`src/hw/rtl/tsdg_pkg.sv`:
```
package tsdg_pkg;

  // Default depth of the delay ring, also the number of leading moves dropped.
  localparam int IGNORE_COUNT_DEF = 2;

  localparam int COORD_W   = 15;
  localparam int DIST_W    = 16;
  localparam int STATE_W   = 4;
  localparam int GESTURE_W = 4;
  localparam int NUM_STATES = 10;

  // Configuration register indexes.
  localparam int CFG_IDX_W = 1;
  localparam logic [CFG_IDX_W-1:0] CFG_ENABLED  = 1'd0;
  localparam logic [CFG_IDX_W-1:0] CFG_MIN_DIST = 1'd1;
  localparam logic [DIST_W-1:0]    MIN_DIST_RESET = 16'd10;

  // Request kinds on the input channel.
  localparam logic [1:0] ACT_RESET = 2'd0;
  localparam logic [1:0] ACT_DOWN  = 2'd1;
  localparam logic [1:0] ACT_MOVE  = 2'd2;
  localparam logic [1:0] ACT_UP    = 2'd3;

  // Compass directions, counterclockwise from east.
  typedef enum logic [2:0] {
    DIR_E  = 3'd0,
    DIR_NE = 3'd1,
    DIR_N  = 3'd2,
    DIR_NW = 3'd3,
    DIR_W  = 3'd4,
    DIR_SW = 3'd5,
    DIR_S  = 3'd6,
    DIR_SE = 3'd7
  } dir_t;

  typedef struct packed {
    logic [1:0]         action;
    logic [COORD_W-1:0] x;
    logic [COORD_W-1:0] y;
  } in_t;

  typedef struct packed {
    logic [GESTURE_W-1:0] gesture;
    logic [COORD_W-1:0]   start_x;
    logic [COORD_W-1:0]   start_y;
  } out_t;

  // Last accepted point, handed from the stroke tracker to the quantizer.
  typedef struct packed {
    logic [COORD_W-1:0] x;
    logic [COORD_W-1:0] y;
  } point_t;

  // Quantizer verdict for one move.
  typedef struct packed {
    logic moved;
    dir_t dir;
  } quant_t;

  // Ten-state stroke table. State 0, like any code past the table, takes any
  // direction to a direction state, a direction state survives only the same
  // direction, and anything else falls into the dead state 1.
  function automatic logic [STATE_W-1:0] next_state(input logic [STATE_W-1:0] st,
                                                    input dir_t dir);
    logic [STATE_W-1:0] nx;
    nx = 4'd1;
    if (st == 4'd0 || st >= 4'(NUM_STATES)) begin
      nx = {1'b0, dir} + 4'd2;
    end else if (st >= 4'd2 && (st - 4'd2) == {1'b0, dir}) begin
      nx = st;
    end
    return nx;
  endfunction

endpackage

```
`src/hw/rtl/tsdg_quant.sv`:
```
module tsdg_quant (
  input  tsdg_pkg::in_t                      item,
  input  tsdg_pkg::point_t                   last,
  input  logic [tsdg_pkg::DIST_W-1:0]        min_dist,
  output tsdg_pkg::quant_t                   quant
);

  logic signed [tsdg_pkg::DIST_W-1:0]  dx;
  logic signed [tsdg_pkg::DIST_W-1:0]  dy;
  logic [tsdg_pkg::COORD_W-1:0]        adx;
  logic [tsdg_pkg::COORD_W-1:0]        ady;
  logic [tsdg_pkg::COORD_W-1:0]        big;
  logic [tsdg_pkg::COORD_W-1:0]        diff;
  logic [tsdg_pkg::DIST_W-1:0]         span;
  logic                                diag;
  logic                                dx_pos;
  logic                                dy_pos;

  // Signed deltas and magnitudes from the last accepted point.
  always_comb begin
    dx     = $signed({1'b0, item.x}) - $signed({1'b0, last.x});
    dy     = $signed({1'b0, item.y}) - $signed({1'b0, last.y});
    adx    = dx[tsdg_pkg::DIST_W-1] ? tsdg_pkg::COORD_W'(-dx) : tsdg_pkg::COORD_W'(dx);
    ady    = dy[tsdg_pkg::DIST_W-1] ? tsdg_pkg::COORD_W'(-dy) : tsdg_pkg::COORD_W'(dy);
    span   = {1'b0, adx} + {1'b0, ady};
    dx_pos = !dx[tsdg_pkg::DIST_W-1] && (dx != '0);
    dy_pos = !dy[tsdg_pkg::DIST_W-1] && (dy != '0);
  end

  // A move is diagonal when the magnitudes differ by at most half the larger.
  always_comb begin
    if (adx > ady) begin
      big  = adx;
      diff = adx - ady;
    end else begin
      big  = ady;
      diff = ady - adx;
    end
    diag = diff <= (big >> 1);
  end

  // Pick one of the eight directions.
  always_comb begin
    quant.moved = span >= min_dist;
    if (diag) begin
      if (dx_pos) begin
        quant.dir = dy_pos ? tsdg_pkg::DIR_SE : tsdg_pkg::DIR_NE;
      end else begin
        quant.dir = dy_pos ? tsdg_pkg::DIR_SW : tsdg_pkg::DIR_NW;
      end
    end else if (adx > ady) begin
      quant.dir = dx_pos ? tsdg_pkg::DIR_E : tsdg_pkg::DIR_W;
    end else begin
      quant.dir = dy_pos ? tsdg_pkg::DIR_S : tsdg_pkg::DIR_N;
    end
  end

endmodule

```
`src/hw/rtl/tsdg_stroke.sv`:
```
module tsdg_stroke #(
  parameter int IGNORE_COUNT = tsdg_pkg::IGNORE_COUNT_DEF
) (
  input  logic              clk,
  input  logic              rst_n,
  input  logic              step_en,
  input  tsdg_pkg::in_t     item,
  input  tsdg_pkg::quant_t  quant,
  output tsdg_pkg::point_t  last,
  output logic              res_valid,
  output tsdg_pkg::out_t    res
);

  localparam int MS_W = $clog2(2 * IGNORE_COUNT + 1);
  localparam logic [MS_W-1:0] MS_FILL = MS_W'(IGNORE_COUNT);
  localparam logic [MS_W-1:0] MS_FULL = MS_W'(2 * IGNORE_COUNT);

  logic [tsdg_pkg::STATE_W-1:0] cur_state_r;
  logic                         have_last_r;
  logic [MS_W-1:0]              moves_seen_r;
  logic [tsdg_pkg::STATE_W-1:0] ring_r [IGNORE_COUNT];
  tsdg_pkg::point_t             last_r;
  tsdg_pkg::point_t             origin_r;

  logic                         is_move;
  logic                         take_dir;
  logic [tsdg_pkg::STATE_W-1:0] ring_new;

  assign last    = last_r;
  assign is_move = step_en && (item.action == tsdg_pkg::ACT_MOVE);
  assign take_dir = is_move && have_last_r && quant.moved;

  // The newest ring entry is zero until the ring has seen a push.
  assign ring_new = tsdg_pkg::next_state(ring_r[IGNORE_COUNT-1], quant.dir);

  // Stroke control: state, move count and the delay ring.
  always_ff @(posedge clk) begin
    if (!rst_n) begin
      cur_state_r  <= '0;
      have_last_r  <= 1'b0;
      moves_seen_r <= '0;
      for (int k = 0; k < IGNORE_COUNT; k++) begin
        ring_r[k] <= '0;
      end
    end else if (step_en && item.action == tsdg_pkg::ACT_RESET) begin
      cur_state_r  <= '0;
      have_last_r  <= 1'b0;
      moves_seen_r <= '0;
      for (int k = 0; k < IGNORE_COUNT; k++) begin
        ring_r[k] <= '0;
      end
    end else if (is_move && !have_last_r) begin
      have_last_r <= 1'b1;
    end else if (take_dir) begin
      if (moves_seen_r < MS_FULL) begin
        moves_seen_r <= moves_seen_r + 1'b1;
      end else begin
        cur_state_r <= ring_r[0];
      end
      if (moves_seen_r >= MS_FILL) begin
        for (int k = 0; k < IGNORE_COUNT - 1; k++) begin
          ring_r[k] <= ring_r[k+1];
        end
        ring_r[IGNORE_COUNT-1] <= ring_new;
      end
    end
  end

  // Point registers: the first move sets both, counted moves update the last.
  always_ff @(posedge clk) begin
    if (is_move && !have_last_r) begin
      last_r.x   <= item.x;
      last_r.y   <= item.y;
      origin_r.x <= item.x;
      origin_r.y <= item.y;
    end else if (take_dir) begin
      last_r.x <= item.x;
      last_r.y <= item.y;
    end
  end

  // Contact-up reports the gesture while a direction state is held.
  always_comb begin
    res_valid   = step_en && (item.action == tsdg_pkg::ACT_UP) &&
                  (cur_state_r inside {[4'd2:4'd9]});
    res.gesture = cur_state_r - 4'd1;
    res.start_x = origin_r.x;
    res.start_y = origin_r.y;
  end

endmodule

```
`src/hw/rtl/touch_stroke_direction_gesture_unit.sv`:
```
// A contact-up request passes the input register, then the result register,
// before its result appears on out_valid. Throughput: one request per cycle
// while out_ready holds no result back; the stroke tracker updates in one pass.
// Reset (synchronous, rst_n low): the stroke is cleared, the block is
// disabled and min_distance returns to 10.
module touch_stroke_direction_gesture_unit #(
  parameter int IGNORE_COUNT = tsdg_pkg::IGNORE_COUNT_DEF
) (
  input  logic                                clk,
  input  logic                                rst_n,
  input  logic                                in_valid,
  output logic                                in_ready,
  input  tsdg_pkg::in_t                       in_data,
  output logic                                out_valid,
  input  logic                                out_ready,
  output tsdg_pkg::out_t                      out_data,
  input  logic                                cfg_we,
  input  logic [tsdg_pkg::CFG_IDX_W-1:0]      cfg_index,
  input  logic [tsdg_pkg::DIST_W-1:0]         cfg_wdata
);

  logic                          enabled_r;
  logic [tsdg_pkg::DIST_W-1:0]   min_dist_r;
  logic                          s1_valid_r;
  tsdg_pkg::in_t                 s1_data_r;
  logic                          out_valid_r;
  tsdg_pkg::out_t                out_data_r;

  logic                          adv;
  logic                          step_en;
  tsdg_pkg::point_t              last;
  tsdg_pkg::quant_t              quant;
  logic                          res_valid;
  tsdg_pkg::out_t                res;

  // The input stage moves on whenever the result register can take a value.
  assign adv       = s1_valid_r && (!out_valid_r || out_ready);
  assign in_ready  = !s1_valid_r || adv;
  assign step_en   = adv && enabled_r;
  assign out_valid = out_valid_r;
  assign out_data  = out_data_r;

  // Configuration registers.
  always_ff @(posedge clk) begin
    if (!rst_n) begin
      enabled_r  <= 1'b0;
      min_dist_r <= tsdg_pkg::MIN_DIST_RESET;
    end else if (cfg_we) begin
      case (cfg_index)
        tsdg_pkg::CFG_ENABLED:  enabled_r  <= cfg_wdata[0];
        tsdg_pkg::CFG_MIN_DIST: min_dist_r <= cfg_wdata;
        default: ;
      endcase
    end
  end

  // Input register.
  always_ff @(posedge clk) begin
    if (!rst_n) begin
      s1_valid_r <= 1'b0;
    end else if (in_ready) begin
      s1_valid_r <= in_valid;
    end
  end

  always_ff @(posedge clk) begin
    if (in_valid && in_ready) begin
      s1_data_r <= in_data;
    end
  end

  tsdg_quant u_quant (
    .item     (s1_data_r),
    .last     (last),
    .min_dist (min_dist_r),
    .quant    (quant)
  );

  tsdg_stroke #(
    .IGNORE_COUNT (IGNORE_COUNT)
  ) u_stroke (
    .clk       (clk),
    .rst_n     (rst_n),
    .step_en   (step_en),
    .item      (s1_data_r),
    .quant     (quant),
    .last      (last),
    .res_valid (res_valid),
    .res       (res)
  );

  // Result register.
  always_ff @(posedge clk) begin
    if (!rst_n) begin
      out_valid_r <= 1'b0;
    end else if (adv) begin
      out_valid_r <= res_valid;
    end else if (out_ready) begin
      out_valid_r <= 1'b0;
    end
  end

  always_ff @(posedge clk) begin
    if (adv && res_valid) begin
      out_data_r <= res;
    end
  end

  // A reported gesture is always one of the eight directions.
  a_gesture_range: assert property (@(posedge clk) disable iff (!rst_n)
    out_valid |-> (out_data.gesture >= 4'd1 && out_data.gesture <= 4'd8))
    else $error("gesture code out of range");

  // A request taken while disabled never produces a result.
  a_disabled_quiet: assert property (@(posedge clk) disable iff (!rst_n)
    (adv && !enabled_r) |=> !out_valid_r)
    else $error("result produced while disabled");

  // Backpressure reaches the input only when both stages are held.
  a_ready_stall: assert property (@(posedge clk) disable iff (!rst_n)
    !in_ready |-> (s1_valid_r && out_valid_r && !out_ready))
    else $error("input stalled without a full pipeline");

endmodule

```
`config.mk`:
```
export PLATFORM = sky130hd
export DESIGN_NAME = touch_stroke_direction_gesture_unit
export DESIGN_NICKNAME = d
export VERILOG_FILES = /design/src/hw/rtl/tsdg_pkg.sv /design/src/hw/rtl/tsdg_quant.sv /design/src/hw/rtl/tsdg_stroke.sv /design/src/hw/rtl/touch_stroke_direction_gesture_unit.sv
export SDC_FILE = /design/constraint.sdc
export NUM_CORES = 1
export LEC_CHECK = 0
export BUFFER_PORTS_ARGS = -buffer_cell sky130_fd_sc_hd__buf_2
export CAP_MARGIN = 25
export CORE_MARGIN = 4
export CORE_UTILIZATION = 35
export CTS_BUF_LIST = sky130_fd_sc_hd__clkbuf_2 sky130_fd_sc_hd__clkbuf_4 sky130_fd_sc_hd__clkbuf_8
export CTS_CLUSTER_DIAMETER = 80
export DETAILED_ROUTE_END_ITERATION = 12
export PLACE_DENSITY = 0.58
export RECOVER_POWER = 50
export SLEW_MARGIN = 20
export SYNTH_ARGS = -nofsm -noshare
export SYNTH_HDL_FRONTEND = slang
export SYNTH_HIERARCHICAL = 1
export SYNTH_SLANG_ARGS = --single-unit
```
`constraint.sdc`:
```
create_clock -name clk -period 22.2 [get_ports clk]
set_clock_uncertainty 0.2 [all_clocks]
set_input_delay 1.11 -clock clk [delete_from_list [all_inputs] [get_ports clk]]
set_output_delay 1.11 -clock clk [all_outputs]
set_load 0.01 [all_outputs]
```
==> results.toml, run 1 <==
[logic_synthesis]
synth-simple-area-share = 0.131
yosys.area.top_type = "edfxtp_1"
synth-seq-cells = 161
synth.cell_area_sq_um = 10800
yosysMostFrequentCell = "edfxtp_1"
synth_common_cells = "edfxtp_1, inv_1, ha_1"
synth_edf_count = 134
yosys_warnings = 6
synthXorXnorAreaFrac = 0.0649
ys_top_cells_by_area = "edfxtp_1, ha_1, dfxtp_1"
synth-adder-area-share = 0.139
synth_ff_type = "edfxtp_1"
seq_area_frac_synth = 0.423
syn_nets = 1229
synth_mux_area_frac = 0.0274
synth_cells = 1058
synth_top_cell_area_share = 0.373
synth.distinct_cells = 79
synth-compound-area-share = 0.157
synthArstFlopShare = 0
synth_top_family_by_area = "compound AO/OA/AOI/OAI gates"
synth.avg_cell_area_sq_um = 10.2

[floorplan]
row_count = 64
coreArea_sq_um = 30500
initial_utilization = 0.354
dieArea_sq_um = 33700
chipHeight_microns = 184
die_w_microns = 184
io_pins = 90

[power_and_ir_drop]
p_switching_uw = 532
switching_share = 0.420
combPwrFrac = 0.542
p_int_uw = 734
cellPowerDensity_nw_per_um2 = 105
peakVddDrop_v = 0.0000476
pwr-share-clk = 0.187
power_leakage_uw = 0.00491
power.share.sequential = 0.271

[global_route]
grt_max_degree = 49
grt.total_usage = 0.146
antenna_found_initial = 0
first_global_vias = 7630
overflow = 0
grt_pass1_wl_microns = 39900

[final_layout]
drive_above_1_share = 0.132
fin_nets = 1311
area_delta_synth_final_pct = 11.7
final_cells = 1549
num_antenna_cells = 0
multi_input_area_sq_um = 5620
nFillCells = 3027
regArea_sq_um = 4560

[run]
maxCapViolations = 2

[clocking]
cts_max_level = 4
clock_latency_ns = 0.46
cts-root-buf = "clkbuf_8"
numCtsBuffers = 17
cts_tree = "yes"
cts_setup_buffers = 0
ctsResizeCount = 0
cts_sinks = 161
postCtsHoldBufs = 0
clock_path_buffers = 2
clkTransAtPathRegs_ns = 0.10

[drt]
via_per_inst = 5.05
num_vias = 7821
ant_nets = 0
routed_wirelength_microns = 24300
wl_per_cell_microns = 15.7
drtIter0Drc = 617
dr.pass1.iters = 6
drcViolationCount = 0

[setup_path]
cp-endpoint = "u_stroke/ring_r[1][2]"
r2r-end = "u_stroke/ring_r[1][2]"
critPathRequiredTime_ns = 22.19
crit_type = "reg -> reg"
cp-startpoint = "s1_data_r[21]"
rr_startpoint = "s1_data_r[21]"
reg2reg_depth = 30
crit_path_start_kind = "flop"
slowest_delay_ns = 0.61
slowest_stage = "ha_1"
worstSetupEndpointType = "flop"
regToRegSetupSlack_ns = 13.07
cp_max_fo = 15
worstPathArrival_ns = 9.12

[timing]
tns_ns = 0
tightest_slew_ns = 2.23
period_share = 0.411
rsz0062_at_grt = "false"
drv_slew = 82
finalHoldViolCount = 0
fmax_mhz = 110
period_minus_slack_ns = 9.13
slew-limit-headroom = -0.486
setup_violations = 0

[placed_design]
port_buffers = 89
place_inst = 1516
dp_hpwl_microns = 18200
routabilityCongestion = 0.931

[run_status]
violations = "capacitance limit, slew limit"
status = "finished, violations left"

[hold_path]
hold_class = "reg -> reg"
-- through the flow --
| step | power, uW | setup slack, ns | instance area, sq um | hold slack [ns] | utilization |
|---|---|---|---|---|---|
| global placement | 1030 | 13.00 | 11600 | 0.201 | 0.381 |
| global route | 1380 | 12.47 | 12000 | 0.233 | 0.395 |
| CTS | 1270 | 13.19 | 12100 | 0.228 | 0.395 |
| floorplan | 874 | 14.61 | 10800 | 0.200 | - |
| finish | 1270 | 13.07 | 12000 | 0.225 | 0.395 |
| detailed placement | 1030 | 13.25 | 11600 | 0.205 | 0.381 |
-- worst max-delay path, delay by kind of cell (launching register included) --
| family | cells | cell delay (ns) |
|---|---|---|
| flip-flops | 1 | 0.44 |
| buffers and inverters | 3 | 0.73 |
| adder cells (fa/ha/maj) | 3 | 1.33 |
| AND/OR/NAND/NOR | 9 | 2.17 |
| AO/OA/AOI/OAI | 11 | 2.91 |
| XOR/XNOR | 3 | 0.69 |
| multiplexers | 1 | 0.37 |
-- worst min-delay path by stage --
stage / cells past startpoint / slack, ns / endpoint / start
2_1_floorplan: 0 / 0.20 / out_data[0] / u_stroke/res[0]
3_3_place_gp: 0 / 0.20 / out_data[6] / u_stroke/res[6]
3_5_place_dp: 0 / 0.20 / out_data[25] / u_stroke/res[25]
4_1_cts: 0 / 0.23 / out_data[12] / u_stroke/res[12]
5_1_grt: 0 / 0.23 / out_data[7] / u_stroke/res[7]
6_report: 0 / 0.22 / out_data[12] / u_stroke/res[12]
-- layout make-up --
type,instances,share of cell area
multi-input cells,747,0.466
flip-flops and latches,161,0.379
repair buffers,95,0.0417
well taps,396,0.0411
inverters,118,0.0368
clock buffers,17,0.0194
clock inverters,15,0.0160
-- power groups by stage --
stage	registers, uW	logic [uW]	clock network [uW]
global route	344	772	260
global placement	349	677	0
detailed placement	350	680	0
finish	343	686	237
CTS	343	685	248
floorplan	347	527	0
-- routing by layer --
metal	global-route usage	wire [microns]	up-vias
met5	0	0	-
met4	0.0355	260	0
met3	0.0239	1020	14
met2	0.229	11000	187
met1	0.211	12100	3633
li1	-	-	3987
-- kinds of logic (layout without fill, tap and decap cells) --
| group | Yosys count | count (layout) |
|---|---|---|
| AND/OR/NAND/NOR | 270 | 270 |
| AO/OA/AOI/OAI | 251 | 251 |
| flip-flops | 161 | 161 |
| buffers and inverters | 150 | 245 |
| adder cells (fa/ha/maj) | 117 | 117 |
| XOR/XNOR | 80 | 80 |
| multiplexers | 29 | 29 |
-- flip-flops by register name, indices dropped and copies added, names as in the netlist --
| register | cells |
|---|---|
| s1_valid_r | 1 |
| u_stroke/have_last_r | 1 |
| u_stroke/res | 30 |
| u_stroke/cur_state_r | 4 |
| u_stroke/last | 30 |
| min_dist_r | 16 |
| u_stroke/ring_r | 8 |
| out_valid | 1 |
| s1_data_r | 32 |
| enabled_r | 1 |
| out_data | 34 |
| u_stroke/moves_seen_r | 3 |
-- cell usage in the layout, fill, tap and decap left out, drive strengths merged, types with 12 or more instances in the layout --
| master | n |
|---|---|
| nor2b | 16 |
| a21o | 20 |
| a21oi | 64 |
| inv | 126 |
| edfxtp | 134 |
| a211oi | 12 |
| ha | 112 |
| xnor2 | 51 |
| xor2 | 29 |
| buf | 93 |
| dfxtp | 27 |
| nor2 | 49 |
| nand3 | 34 |
| nand2 | 64 |
| nor3 | 26 |
| mux2i | 25 |
| o21ai | 62 |
| nand4 | 25 |
| clkbuf | 19 |
No activity file was read; power rests on OpenSTA's default activity.
==> run 2: changes to the inputs <==
clock period = 8.59 ns   (was 22.2 ns; I/O delays follow)
==> run 2 against run 1 <==
Compared with the run above: the run now ends clean; combinational power increased to 3.0 times the previous value; critical path type unchanged; worst setup slack lost 12 ns; critical endpoint is now u_stroke/ring_r[1][0]; sequential power grew to 2.6 times the previous value; largest cell class unchanged; final area rose by 6.9%.
==> results.toml, run 2 (synthesis gave the netlist of run 1 again) <==
[power_and_ir_drop]
fin_total_pwr_uw = 3500
cellPowerDensity_nw_per_um2 = 271
power_leakage_uw = 0.00526
peakVddDrop_v = 0.000142

[hold_path]
holdPathEnd = "min_dist_r[7]"
hold_depth = 3
hold_class = "in -> reg"
hold_start = "cfg_wdata[7]"

[setup_path]
path_buf_inv = 5
rr_startpoint = "s1_data_r[15]"
cp-startpoint = "s1_data_r[15]"
r2r-end = "u_stroke/ring_r[1][0]"
cp_max_fo = 5
slowest_delay_ns = 0.42
cpLargestDelayFamily = "compound AO/OA/AOI/OAI gates"
critPathRequiredTime_ns = 8.59
worstSetupEndpointType = "flop"
regToRegSetupSlack_ns = 0.58
crit_path_start_kind = "flop"
crit_type = "reg -> reg"
slowest_stage = "edfxtp_1"
worstPathArrival_ns = 8.01
reg2reg_depth = 35

[clocking]
clock_path_buffers = 2
cts_max_level = 4
clkTransAtPathRegs_ns = 0.09
numCtsBuffers = 17
cts_tree = "yes"
clock_latency_ns = 0.46
cts_sinks = 161
cts-root-buf = "clkbuf_8"

[final_layout]
largest-register = "out_data"
top_regs = "out_data: 34 flops, s1_data_r: 32 flops"
nFillCells = 2940
num_antenna_cells = 0
area_delta_synth_final_pct = 19.3
final_common_cell = "edfxtp_1"
drive_above_1_share = 0.156
largest_register_ffs = 34
layout_common_cells = "edfxtp_1, inv_1, ha_1"
fin_nets = 1398

[drt]
drcViolationCount = 0
ant_nets = 0
via_per_inst = 4.98
num_vias = 8147
dr.pass1.iters = 8
wl_per_cell_microns = 15.2
routed_wirelength_microns = 24900
drtIter0Drc = 415

[run]
maxCapViolations = 0

[floorplan]
dieArea_sq_um = 33700
coreArea_sq_um = 30500
chipHeight_microns = 184
row_count = 64
die_w_microns = 184
io_pins = 90
initial_utilization = 0.354

[run_status]
status = "complete, no violations"

[timing]
period_share = 0.933
slew-limit-headroom = 0.460
period_minus_slack_ns = 8.01
finalHoldViolCount = 0
setup_violations = 0
whs_ns = 0.0399
drv_slew = 0
fmax_mhz = 125
tightest_slew_ns = 0.810

[global_route]
grt_pass1_wl_microns = 40400
overflow = 0
grt_max_degree = 49
first_global_vias = 7896
antenna_found_initial = 0
grt.total_usage = 0.148

[placed_design]
dp_hpwl_microns = 19200
port_buffers = 89
routabilityCongestion = 0.916
==> run 2: cell count changes in the layout (fill, tap and decap cells not counted), moves of 16 or more <==
cell           delta
buf_4            +44
buf_2            -18
dlygate4sd3_1    +44
clkbuf_1         +16
==> run 2: stage by stage <==
step	utilization	setup slack [ns]	TNS, ns	cell area (sq um)	instances
after detailed placement	0.391	0.134	0	11900	1554
after CTS	0.418	0.0688	0	12800	1630
after global placement	0.390	0.408	0	11900	1553
after global routing	0.422	-0.0259	-0.103	12900	1636
final	0.422	0.579	0	12900	1636
after floorplan	-	0.997	0	10800	1058
==> run 2: area by class of cell <==
type                            instances  area (sq um)  share of cell area
Clock buffer                           18           241              0.0188
Clock inverter                         14           154              0.0120
Inverter                              118           443              0.0344
Multi-Input combinational cell        747          5720               0.444
Sequential cell                       161          4560               0.355
Tap cell                              396           495              0.0385
Timing Repair Buffer                  182          1260              0.0976
==> run 2: layer usage <==
metal	GRT usage	share of wire	up-vias
met5	0	0	-
met4	0.0444	0.020	0
met3	0.0289	0.042	23
met2	0.233	0.44	146
met1	0.209	0.50	3809
li1	-	-	4169
==> run 2: worst max-delay path by stage <==
| stage | end | slack (ns) | depth (start not counted) |
|---|---|---|---|
| floorplan | u_stroke/last[0] | 1.0 | 27 |
| global placement | u_stroke/ring_r[1][0] | 0.41 | 36 |
| detailed placement | u_stroke/ring_r[1][2] | 0.13 | 36 |
| CTS | u_stroke/ring_r[1][2] | 0.07 | 36 |
| global route | u_stroke/ring_r[1][0] | -0.03 | 36 |
| finish | u_stroke/ring_r[1][0] | 0.58 | 35 |
==> run 2: power breakdown <==
| part | internal, uW | switching [uW] |
|---|---|---|
| Clock | 267 | 296 |
| Combinational | 933 | 1120 |
| Sequential | 867 | 17.3 |
==> run 2: worst min-delay path, delay by kind of cell <==
family | cells | cell delay (ns)
buffers and inverters | 1 | 0.08
AO/OA/AOI/OAI | 1 | 0.09
AND/OR/NAND/NOR | 1 | 0.07
==> run 2: timing repair <==
item | 4_1_cts | 5_1_grt
endpoints found under the hold margin | 44 | 0
setup buffers | 0 | 5
hold buffers | 44 | 0
resized for setup | 0 | 21
setup endpoints to repair | 0 | 8
==> run 3: changes to the inputs <==
PLACE_DENSITY = 0.59   (was 0.58)
SYNTH_HIERARCHICAL = unset   (was 1)
==> run 3 against run 2 <==
Compared with the run above: final area shrank 0.48%; die area down 2.6%; worst setup slack worse by 0.081 ns; largest cell class unchanged.
==> results.toml, run 3 <==
[run_status]
status = "complete, no violations"

[logic_synthesis]
synth_top_cell_area_share = 0.383
synth.cell_area_sq_um = 10500
synthArstFlopShare = 0
yosys.area.top_type = "edfxtp_1"
synth_cells = 995
syn_nets = 1167
synth_ff_type = "edfxtp_1"
ys_top_cells_by_area = "edfxtp_1, ha_1, dfxtp_1"
yosys_warnings = 0
seq_area_frac_synth = 0.435
yosysMostFrequentCell = "edfxtp_1"
synth.avg_cell_area_sq_um = 10.5
synth_common_cells = "edfxtp_1, ha_1, inv_1"
synth.distinct_cells = 91
synth-seq-cells = 161
synth_edf_count = 134

[setup_path]
rr_startpoint = "s1_data_r[21]"
cp_max_fo = 7
cp-endpoint = "u_stroke.ring_r[1][1]"
crit_cells = 35
crit_path_start_kind = "flop"
slowest_delay_ns = 0.43
cp-startpoint = "s1_data_r[21]"
regToRegSetupSlack_ns = 0.50
cpLargestDelayFamily = "compound AO/OA/AOI/OAI gates"
worstPathArrival_ns = 8.08
slowest_stage = "edfxtp_1"
crit_type = "reg -> reg"
r2r-end = "u_stroke.ring_r[1][1]"
reg2reg_depth = 35
worstSetupEndpointType = "flop"
critPathRequiredTime_ns = 8.58
path_buf_inv = 3

[global_route]
grt_max_degree = 33
first_global_vias = 7747
grt_pass1_wl_microns = 39200
met2_usage = 0.256
grt.total_usage = 0.148
grt-busiest-layer = "met2"
overflow = 0
met1_usage = 0.187
antenna_found_initial = 0
grt_use_met3 = 0.0276

[hold_path]
hold_class = "in -> reg"
hold_start = "cfg_wdata[0]"

[floorplan]
initial_utilization = 0.354
row_count = 63
io_pins = 90
die_w_microns = 181
coreArea_sq_um = 29600
dieArea_sq_um = 32800
chipHeight_microns = 181

[clocking]
clock_path_buffers = 2
cts-root-buf = "clkbuf_8"
cts_max_level = 4
cts_sinks = 161
numCtsBuffers = 17
cts_tree = "yes"
clkTransAtPathRegs_ns = 0.10
clock_latency_ns = 0.47

[drt]
via_per_inst = 4.83
drtIter0Drc = 408
drcViolationCount = 0
wl_per_cell_microns = 15.3
routed_wirelength_microns = 24400
dr.pass1.iters = 5
num_vias = 7697
ant_nets = 0

[final_layout]
largest_register_ffs = 34
final_cells = 1592
top_regs = "out_data: 34 flops, s1_data_r: 32 flops"
area_delta_synth_final_pct = 22.1
layout_common_cells = "edfxtp_1, ha_1, inv_1"
largest-register = "out_data"
nFillCells = 2875
drive_above_1_share = 0.178
final_common_cell = "edfxtp_1"
num_antenna_cells = 0
fin_nets = 1361

[timing]
finalHoldViolCount = 0
tightest_slew_ns = 0.876
drv_slew = 0
setup_violations = 0
fmax_mhz = 124
whs_ns = 0.0512
slew-limit-headroom = 0.407
period_share = 0.942
period_minus_slack_ns = 8.09

[run]
maxCapViolations = 0

[power_and_ir_drop]
peakVddDrop_v = 0.000121
power_leakage_uw = 0.00535
cellPowerDensity_nw_per_um2 = 268

[placed_design]
place_inst = 1506
port_buffers = 89
routabilityCongestion = 0.984
dp_hpwl_microns = 18600
## run 3: changes by cell type in the layout (fill, tap and decap cells not counted), sizes merged, moves of 10 or more
cell / change
a21boi: +10
nand3: -21
nand4: -19
nor2: +11
o21ai: -32
inv: -16
## run 3: how the worst min path moves through the flow
stage               slack [ns]  cells past startpoint             to
global placement          0.20                      0    out_data[1]
finish                    0.05                      3  min_dist_r[0]
detailed placement        0.20                      0   out_data[17]
CTS                     0.0005                      3  min_dist_r[0]
floorplan                 0.20                      0    out_data[0]
global route              0.01                      3  min_dist_r[0]
## run 3: what timing repair did
action	in CTS	in global routing
resized for setup	0	26
setup buffers	0	6
endpoints found under the setup margin	0	8
hold endpoints to repair	48	0
hold buffers	48	0
## run 3: tightest hold or removal path, cell delays in order
cell and delay, ns:
buf_2 0.11, nand2_1 0.05, a21boi_0 0.07
## run 3: cell families (layout without fill, tap and decap cells)
family,after synthesis,in the layout,share of synthesized area
adders and majority gates,118,118,0.144
muxes,31,31,0.0305
buffers and inverters,130,337,0.0502
and+or+nand+nor,251,251,0.123
xor gates and xnor gates,80,80,0.0675
DFF,161,161,0.435
AOI/OAI and AO/OA,224,224,0.150
## run 3: per-layer routing
metal / up-vias / part of all wire
met3: 24 / 0.025
met4: 0 / 0.024
met5: - / 0
met2: 105 / 0.49
met1: 3631 / 0.46
li1: 3937 / -
## run 3: report_power, final
| part | internal [uW] | switching, uW |
|---|---|---|
| registers | 875 | 25.3 |
| clock network | 239 | 316 |
| logic | 927 | 1060 |
## run 3: stage by stage
| step | power, uW | worst slack, ns | TNS (ns) | util | instance area (sq um) |
|---|---|---|---|---|---|
| after floorplan | 2250 | 0.431 | 0 | - | 10500 |
| after global placement | 2800 | 0.371 | 0 | 0.396 | 11700 |
| after detailed placement | 2810 | 0.121 | 0 | 0.398 | 11800 |
| after CTS | 3410 | 0.0779 | 0 | 0.427 | 12700 |
| after global routing | 3720 | -0.000287 | -0.000559 | 0.432 | 12800 |
| final | 3440 | 0.498 | 0 | 0.432 | 12800 |
## run 3: layout make-up
cell class / instances / area [sq um] / share of cell area
repair buffers: 202 / 1420 / 0.111
clock inverters: 15 / 155 / 0.0121
clock buffers: 17 / 234 / 0.0183
well taps: 390 / 488 / 0.0381
inverters: 103 / 387 / 0.0302
multi-input cells: 704 / 5560 / 0.434
flip-flops and latches: 161 / 4560 / 0.356
